`src/hdl/scb_pkg.sv`:
```
// Shared types and constants for the statistics counter bank.
// Holds the request and response beat layouts, codes and the controller state type.
// No dependencies; every other file of the block refers to it by scoped names.
package scb_pkg;

   localparam int IDX_W     = 8;
   localparam int VALUE_W   = 64;
   localparam int RATIO_W   = 7;
   localparam int NUM_W     = 72;   // weighted blend sum, |sum| <= 100 * 2^63
   localparam int MAG_W     = 71;   // magnitude of that sum

   // Divide by 100: DIV_DIGIT_W dividend bits per step, DIV_STEPS steps cover DIV_DVD_W >= MAG_W
   localparam int DIV_DIGIT_W = 18;
   localparam int DIV_STEPS   = 4;
   localparam int DIV_DVD_W   = 72;
   localparam int DIV_CNT_W   = 3;
   localparam int DIV_PART_W  = 25;   // remainder and next digit, below 100 * 2^18
   localparam int DIV_PROD_W  = 50;   // partial times reciprocal stays below 2^50
   localparam int DIV_SHIFT   = 32;
   localparam logic [25:0] DIV_RECIP = 26'd42949673;   // ceil(2^32 / 100)

   localparam logic [RATIO_W-1:0] PCT_FULL = 7'd100;

   localparam logic [1:0] CMD_READ  = 2'd0;
   localparam logic [1:0] CMD_ADD   = 2'd1;
   localparam logic [1:0] CMD_BLEND = 2'd2;
   localparam logic [1:0] CMD_SET   = 2'd3;

   localparam logic [1:0] STAT_OK    = 2'd0;
   localparam logic [1:0] STAT_RANGE = 2'd1;
   localparam logic [1:0] STAT_MONO  = 2'd2;

   typedef struct packed {
      logic [1:0]                command;
      logic [IDX_W-1:0]          counter_index;
      logic signed [VALUE_W-1:0] operand;
      logic [RATIO_W-1:0]        blend_ratio;
   } req_type;

   typedef struct packed {
      logic signed [VALUE_W-1:0] counter_value;
      logic [1:0]                status;
   } rsp_type;

   typedef enum logic [2:0] {
      ST_CLEAR,
      ST_IDLE,
      ST_EXEC,
      ST_MUL,
      ST_DIV,
      ST_DONE
   } state_type;

endpackage

```
`src/hdl/scb_div100.sv`:
```
// Divides an unsigned magnitude by the constant 100, 18 dividend bits per step.
// Each quotient digit comes from a reciprocal multiply; four steps. Depends on scb_pkg.
module scb_div100 (
   input  logic                          clock,
   input  logic                          reset,
   input  logic                          start,
   input  logic [scb_pkg::MAG_W-1:0]     mag,
   output logic                          done,
   output logic [scb_pkg::VALUE_W-1:0]   quot
);

   logic                              busy_ff,  busy_in;
   logic                              done_ff,  done_in;
   logic [scb_pkg::DIV_CNT_W-1:0]     cnt_ff,   cnt_in;
   logic [scb_pkg::DIV_DVD_W-1:0]     shift_ff, shift_in;
   logic [scb_pkg::VALUE_W-1:0]       quot_ff,  quot_in;
   logic [scb_pkg::RATIO_W-1:0]       rem_ff,   rem_in;
   logic [scb_pkg::DIV_PART_W-1:0]    part;
   logic [scb_pkg::DIV_PROD_W-1:0]    prod;
   logic [scb_pkg::DIV_DIGIT_W-1:0]   qdig;
   logic [scb_pkg::DIV_PART_W-1:0]    back;

   // shift_ff hands out dividend digits from the top; quot_ff takes quotient digits in
   always_comb begin
      part = {rem_ff, shift_ff[scb_pkg::DIV_DVD_W-1 -: scb_pkg::DIV_DIGIT_W]};
      prod = scb_pkg::DIV_PROD_W'(part) * scb_pkg::DIV_PROD_W'(scb_pkg::DIV_RECIP);
      qdig = scb_pkg::DIV_DIGIT_W'(prod >> scb_pkg::DIV_SHIFT);
      back = scb_pkg::DIV_PART_W'(qdig) * scb_pkg::DIV_PART_W'(scb_pkg::PCT_FULL);
      busy_in  = busy_ff;
      done_in  = 1'b0;
      cnt_in   = cnt_ff;
      shift_in = shift_ff;
      quot_in  = quot_ff;
      rem_in   = rem_ff;
      if (start) begin
         busy_in  = 1'b1;
         cnt_in   = scb_pkg::DIV_CNT_W'(scb_pkg::DIV_STEPS);
         shift_in = scb_pkg::DIV_DVD_W'(mag);
         quot_in  = '0;
         rem_in   = '0;
      end else if (busy_ff) begin
         shift_in = shift_ff << scb_pkg::DIV_DIGIT_W;
         quot_in  = {quot_ff[scb_pkg::VALUE_W-scb_pkg::DIV_DIGIT_W-1:0], qdig};
         rem_in   = scb_pkg::RATIO_W'(part - back);
         cnt_in   = cnt_ff - 1'b1;
         if (cnt_ff == scb_pkg::DIV_CNT_W'(1)) begin
            busy_in = 1'b0;
            done_in = 1'b1;
         end
      end
   end

   always_ff @(posedge clock) begin
      if (reset) begin
         busy_ff <= 1'b0;
         done_ff <= 1'b0;
         cnt_ff  <= '0;
      end else begin
         busy_ff <= busy_in;
         done_ff <= done_in;
         cnt_ff  <= cnt_in;
      end
   end

   always_ff @(posedge clock) begin
      shift_ff <= shift_in;
      quot_ff  <= quot_in;
      rem_ff   <= rem_in;
   end

   assign done = done_ff;
   assign quot = quot_ff;

endmodule

```
`config.mk`:
```
export PLATFORM = sky130hd
export DESIGN_NAME = scb_div100
export DESIGN_NICKNAME = d
export VERILOG_FILES = /design/src/hdl/scb_pkg.sv /design/src/hdl/scb_div100.sv
export SDC_FILE = /design/constraint.sdc
export NUM_CORES = 1
export LEC_CHECK = 0
export BUFFER_PORTS_ARGS = -buffer_cell sky130_fd_sc_hd__buf_2
export CAP_MARGIN = 15
export CORE_UTILIZATION = 40
export CTS_CLUSTER_SIZE = 25
export DETAILED_ROUTE_END_ITERATION = 16
export RECOVER_POWER = 100
export SLEW_MARGIN = 20
export SYNTH_ARGS = -nofsm -noshare
export SYNTH_HDL_FRONTEND = slang
export SYNTH_SLANG_ARGS = --single-unit
```
`constraint.sdc`:
```
create_clock -name clock -period 9.3 [get_ports clock]
set_clock_uncertainty 0.1 [all_clocks]
set_input_delay 0 -clock clock [delete_from_list [all_inputs] [get_ports clock]]
set_output_delay 0 -clock clock [all_outputs]
set_load 0.005 [all_outputs]
```
Yosys cells after proc, flatten, opt, wreduce, memory -nomap -nowiden
Index checks and enable logic that the tools add are counted.

storage, ports and cells
  bits in registers = 148
  input port bits = 74
  logic and storage cells = 25
  output and inout bits = 65

cells by class
  reduce and logical (&&, ||, !) cells = 3
  equal/unequal tests = 1
  muxes and demuxes = 8
  bitwise gates (word level) = 1
  multiply operators = 2
  add/sub/neg operators = 2

operators with widths
  operator                                                               count
  71-bit 2-to-1 mux                                                      2
  25-bit by 26-bit multiplier with 50-bit output, second input constant  1
  18-bit by 5-bit multiplier with 5-bit output, second input constant    1
  7-bit subtractor                                                       1
  3-bit 2-to-1 mux                                                       2
  1-bit 2-to-1 mux                                                       4
  3-bit by 1-bit equality test with 1-bit output, second input constant  1
  3-bit OR reduction                                                     1
  3-bit by 1-bit subtractor with 3-bit output, second input constant     1
  2-bit nonzero test                                                     1
  2-bit OR reduction                                                     1
  1-bit NOT                                                              1

Depth between registers and ports, before layout
  word-level depth = 4
  mapped depth = 30

Worst setup path before layout
OpenSTA, ideal clock, no wires.

  path type = register -> register
  start = register shift_ff[62] in the netlist's numbering
  end = register rem_ff[6] in the netlist's numbering
  path buffers = 0
  arrival time = 7.172 ns
  slack = 1.943 ns
  stages on the path, launching flop included = 29
  setup time = 0.086 ns
  cell sequence = edfxtp_1 > fa_1 > fa_1 > inv_1 > fa_1 > fa_1 > inv_1 > fa_1 > fa_1 > inv_1 > fa_1 > inv_1 > ha_1 > a21oi_1 > o21ai_0 > a41oi_1 > o22ai_1 > o21a_2 > or2_1 > a21oi_1 > xnor2_1 > ha_1 > inv_1 > ha_1 > a21oi_1 > xnor2_1 > xnor3_1 > xnor2_1 > a211oi_1

on the way
  longest elaborated chain between the ends = 3

RTL lines
  element                                         RTL line          RTL
  from (decl)                                     scb_div100.sv:15  logic [scb_pkg::DIV_DVD_W-1:0] shift_ff, shift_in;
  from (signal assigned)                          scb_div100.sv:66  shift_ff <= shift_in;
  25-bit by 26-bit multiplier with 50-bit output  scb_div100.sv:26  prod = scb_pkg::DIV_PROD_W'(part) * scb_pkg::DIV_PROD_W'(scb_pkg::DIV_RECIP);
  net prod, one bit                               scb_div100.sv:19  logic [scb_pkg::DIV_PROD_W-1:0] prod;
  18-bit by 5-bit multiplier with 5-bit output    scb_div100.sv:28  back = scb_pkg::DIV_PART_W'(qdig) * scb_pkg::DIV_PART_W'(scb_pkg::PCT_FULL);
  7-bit subtractor                                scb_div100.sv:44  rem_in = scb_pkg::RATIO_W'(part - back);
  to (signal assigned)                            scb_div100.sv:68  rem_ff <= rem_in;
  to (decl)                                       scb_div100.sv:17  logic [scb_pkg::RATIO_W-1:0] rem_ff, rem_in;

The timed path passes the listed nets, and every way through them passes these cells.
A chain may end at the register's enable or synchronous reset.

Final worst setup path
  start = register shift_ff[69] in the netlist's numbering
  end = register rem_ff[6] in the netlist's numbering

The elaborated chain is that of the path after synthesis.

==> results by group <==
Clocking
  • Root buf cell: clkbuf_16
  • Setup bufs post-CTS: 0
  • CTS tree: yes
  • Clk_lat worst skew: 430 ps
  • Clock-pin slew on the worst setup and hold paths: 60 ps
  • Clock sink count: 148
  • Num CTS Buffers: 17
  • Maximum clock path buffer count: 2
  • Htree depth: 4

Placement
  • DP HPWL: 31.36 mm
  • Post-DP Area: 0.01705 mm^2
  • PortBufs: 138
  • Worst slack, placed: 1219 ps
  • Routability cong.: 0.9080

Global routing
  • Vias in the first global route: 11570
  • Overflow after GRT: 0
  • Largest net degree at the start of global routing: 82
  • Initial antenna violation count: 0
  • First-pass GRT wire length: 62.20 mm
  • GRT Util Overall: 19.94%

Timing
  • Final period util: 89.36%
  • Hold slack: 261.4 ps
  • Relative slew slack: -167.8%
  • RSZ-0062 raised after global routing: false
  • Fmax achieved: 120.3 MHz
  • Setup Viol. Count Final: 0
  • Setup TNS: 0 ps
  • Fin crit period: 8310 ps
  • Max Slew Vio Count: 277
  • Slew @ Worst Pin: 4017 ps
  • Final WS setup: 989.6 ps
  • Fin. Hold Viols: 0

Setup path
  • CP Launch Type: flop
  • Worst path top cell family by delay: adder cells
  • Crit path capture type: flop
  • Slowest CP cell: edfxtp_1
  • Crit path DAT: 8400 ps
  • Worst path required time: 9390 ps
  • Critical path type: reg2reg
  • CP max stage delay: 630 ps
  • CP max FO: 7
  • CP Buf/Inv Count: 7

Detailed routing
  • Via count: 10473
  • Mean number of vias per cell: 4.773
  • DRT Wirelength: 37.95 mm
  • Drt drc: 0
  • Post-route ant nets: 0
  • DRT Pass-1 Iters: 5
  • DR WL/cell: 17.30 um
  • Drt initial violations: 431

Logic synthesis
  • Asr flop ratio synth: 0%
  • Largest cells by area after synthesis: fa_1 27%, ha_1 21%, edfxtp_1 14%
  • Post-synthesis register bit count: 148
  • Mean Syn Cell Area: 10.85 um^2
  • Cell Area, Synth: 0.01576 mm^2
  • Synth warnings: 0
  • Cells after Synth: 1453
  • Most used DFF post-synth: dfxtp_1
  • EDFF count, synth: 71
  • Netlist cell types: 60
  • Net count of the mapped netlist: 2006
  • Cell taking the most area after synthesis: fa_1
  • Seq/Total Area, Yosys: 23.31%
  • Post-synth top area share: 27.19%

Die
  • Initial core utilization: 40.68%
  • Top Ports: 139
  • Die span in y: 200.5 um
  • Die width: 200.5 um
  • Placeable Area: 0.03874 mm^2
  • DIE AREA: 0.04019 mm^2
  • Num rows: 72

Outcome
  • Violated checks: capacitance limit, slew limit
  • Status: finished with violations

Worst hold path
  • Worst min path class: in2reg

Final layout
  • Area Growth Syn to Fin: 16.14%
  • Fill cell count: 3678
  • Share of cells above drive strength 1: 11.22%
  • Final #Nets: 2216
  • Ant. Diodes: 0
  • Final instance area: 0.01830 mm^2

Flow run
  • Max Cap Viol: 4
-- cell families (layout without fill, tap and decap cells) --
kind of cell | after synthesis | after routing | synth area share, %
DFF | 148 | 148 | 23.31
xor gates and xnor gates | 24 | 24 | 1.421
buffers and inverters | 431 | 654 | 10.27
adders and majority gates | 479 | 479 | 48.23
muxes | 112 | 112 | 7.535
AOI/OAI and AO/OA | 93 | 93 | 4.240
and+or+nand+nor | 166 | 166 | 4.994
-- cells in the final DEF (no fill, tap or decap), types with 14 or more instances in the layout --
cell,instances
nor2_1,75
nand2_1,23
clkbuf_16,17
ha_1,265
clkbuf_1,44
inv_1,403
buf_2,97
xnor2_1,14
mux2i_1,59
dfxtp_1,77
mux2_2,49
edfxtp_1,71
fa_1,214
a21oi_1,30
dlygate4sd3_1,73
-- state kept, by name, indices dropped and copies added (netlist names) --
signal / flops
shift_ff: 72
quot: 64
rem_ff: 7
cnt_ff: 3
busy_ff: 1
done: 1
-- Yosys cell counts, drive strengths merged (5+ instances only) --
| cell type | n |
|---|---|
| and3 | 5 |
| a211oi | 5 |
| clkbuf | 23 |
| xnor2 | 14 |
| and2 | 20 |
| o21ai | 12 |
| nand2 | 23 |
| a21o | 11 |
| mux2 | 53 |
| inv | 404 |
| nand3 | 11 |
| a21oi | 31 |
| nand4 | 5 |
| mux2i | 59 |
| nor3 | 8 |
| edfxtp | 71 |
| dfxtp | 77 |
| nor2 | 75 |
| xor2 | 9 |
| ha | 265 |
| fa | 214 |
-- timing repair --
| item | 4_1_cts | 5_1_grt |
|---|---|---|
| hold endpoints to repair | 124 | 0 |
| hold buffers | 73 | 0 |
| gates resized for setup | 0 | 0 |
-- worst register-to-register path, delay by kind of cell, from the launching register on --
| family | cells | cell delay (ps) |
|---|---|---|
| flip-flops | 1 | 630 |
| adder cells (fa/ha/maj) | 10 | 4480 |
| AND/OR/NAND/NOR | 3 | 770 |
| AO/OA/AOI/OAI | 5 | 900 |
| XOR/XNOR | 4 | 790 |
| buffers and inverters | 7 | 400 |
-- layout make-up --
class,instances,area [um^2],share of cell area [%]
inverter,404,1516,8.285
tap,518,648.1,3.541
timing repair buffer,218,1411,7.711
clock inverter,15,191.4,1.046
multi-input combinational,874,10440,57.02
sequential,148,3674,20.07
clock buffer,17,425.4,2.324
-- metal layers --
| metal | vias to the layer above | global-route usage [%] | share of wire, % |
|---|---|---|---|
| met2 | 225 | 33.94 | 48 |
| met1 | 5155 | 26.34 | 45 |
| li1 | 5050 | - | - |
| met3 | 43 | 2.841 | 4.3 |
| met4 | 0 | 5.807 | 2.2 |
| met5 | - | 0 | 0 |
-- path summary, 6_finish.rpt --
path,start,endpoint,slack [ps],cells after the start
setup reg to reg,shift_ff[69],rem_ff[6],990,29
hold / removal,reset,cnt_ff[2],260,3
hold reg to reg,cnt_ff[1],cnt_ff[1],380,2
setup / recovery,shift_ff[69],rem_ff[6],990,29
-- metrics by stage --
stage,cells,util [%]
final,2194,47.25
after global routing,2194,47.25
after CTS,2194,47.50
after detailed placement,2089,44.02
after global placement,2089,44.02
after floorplan,1453,-
Power is left out: the tool's default activity adds up to more than one toggle a clock period on the data nets, which glitch-free logic cannot reach.
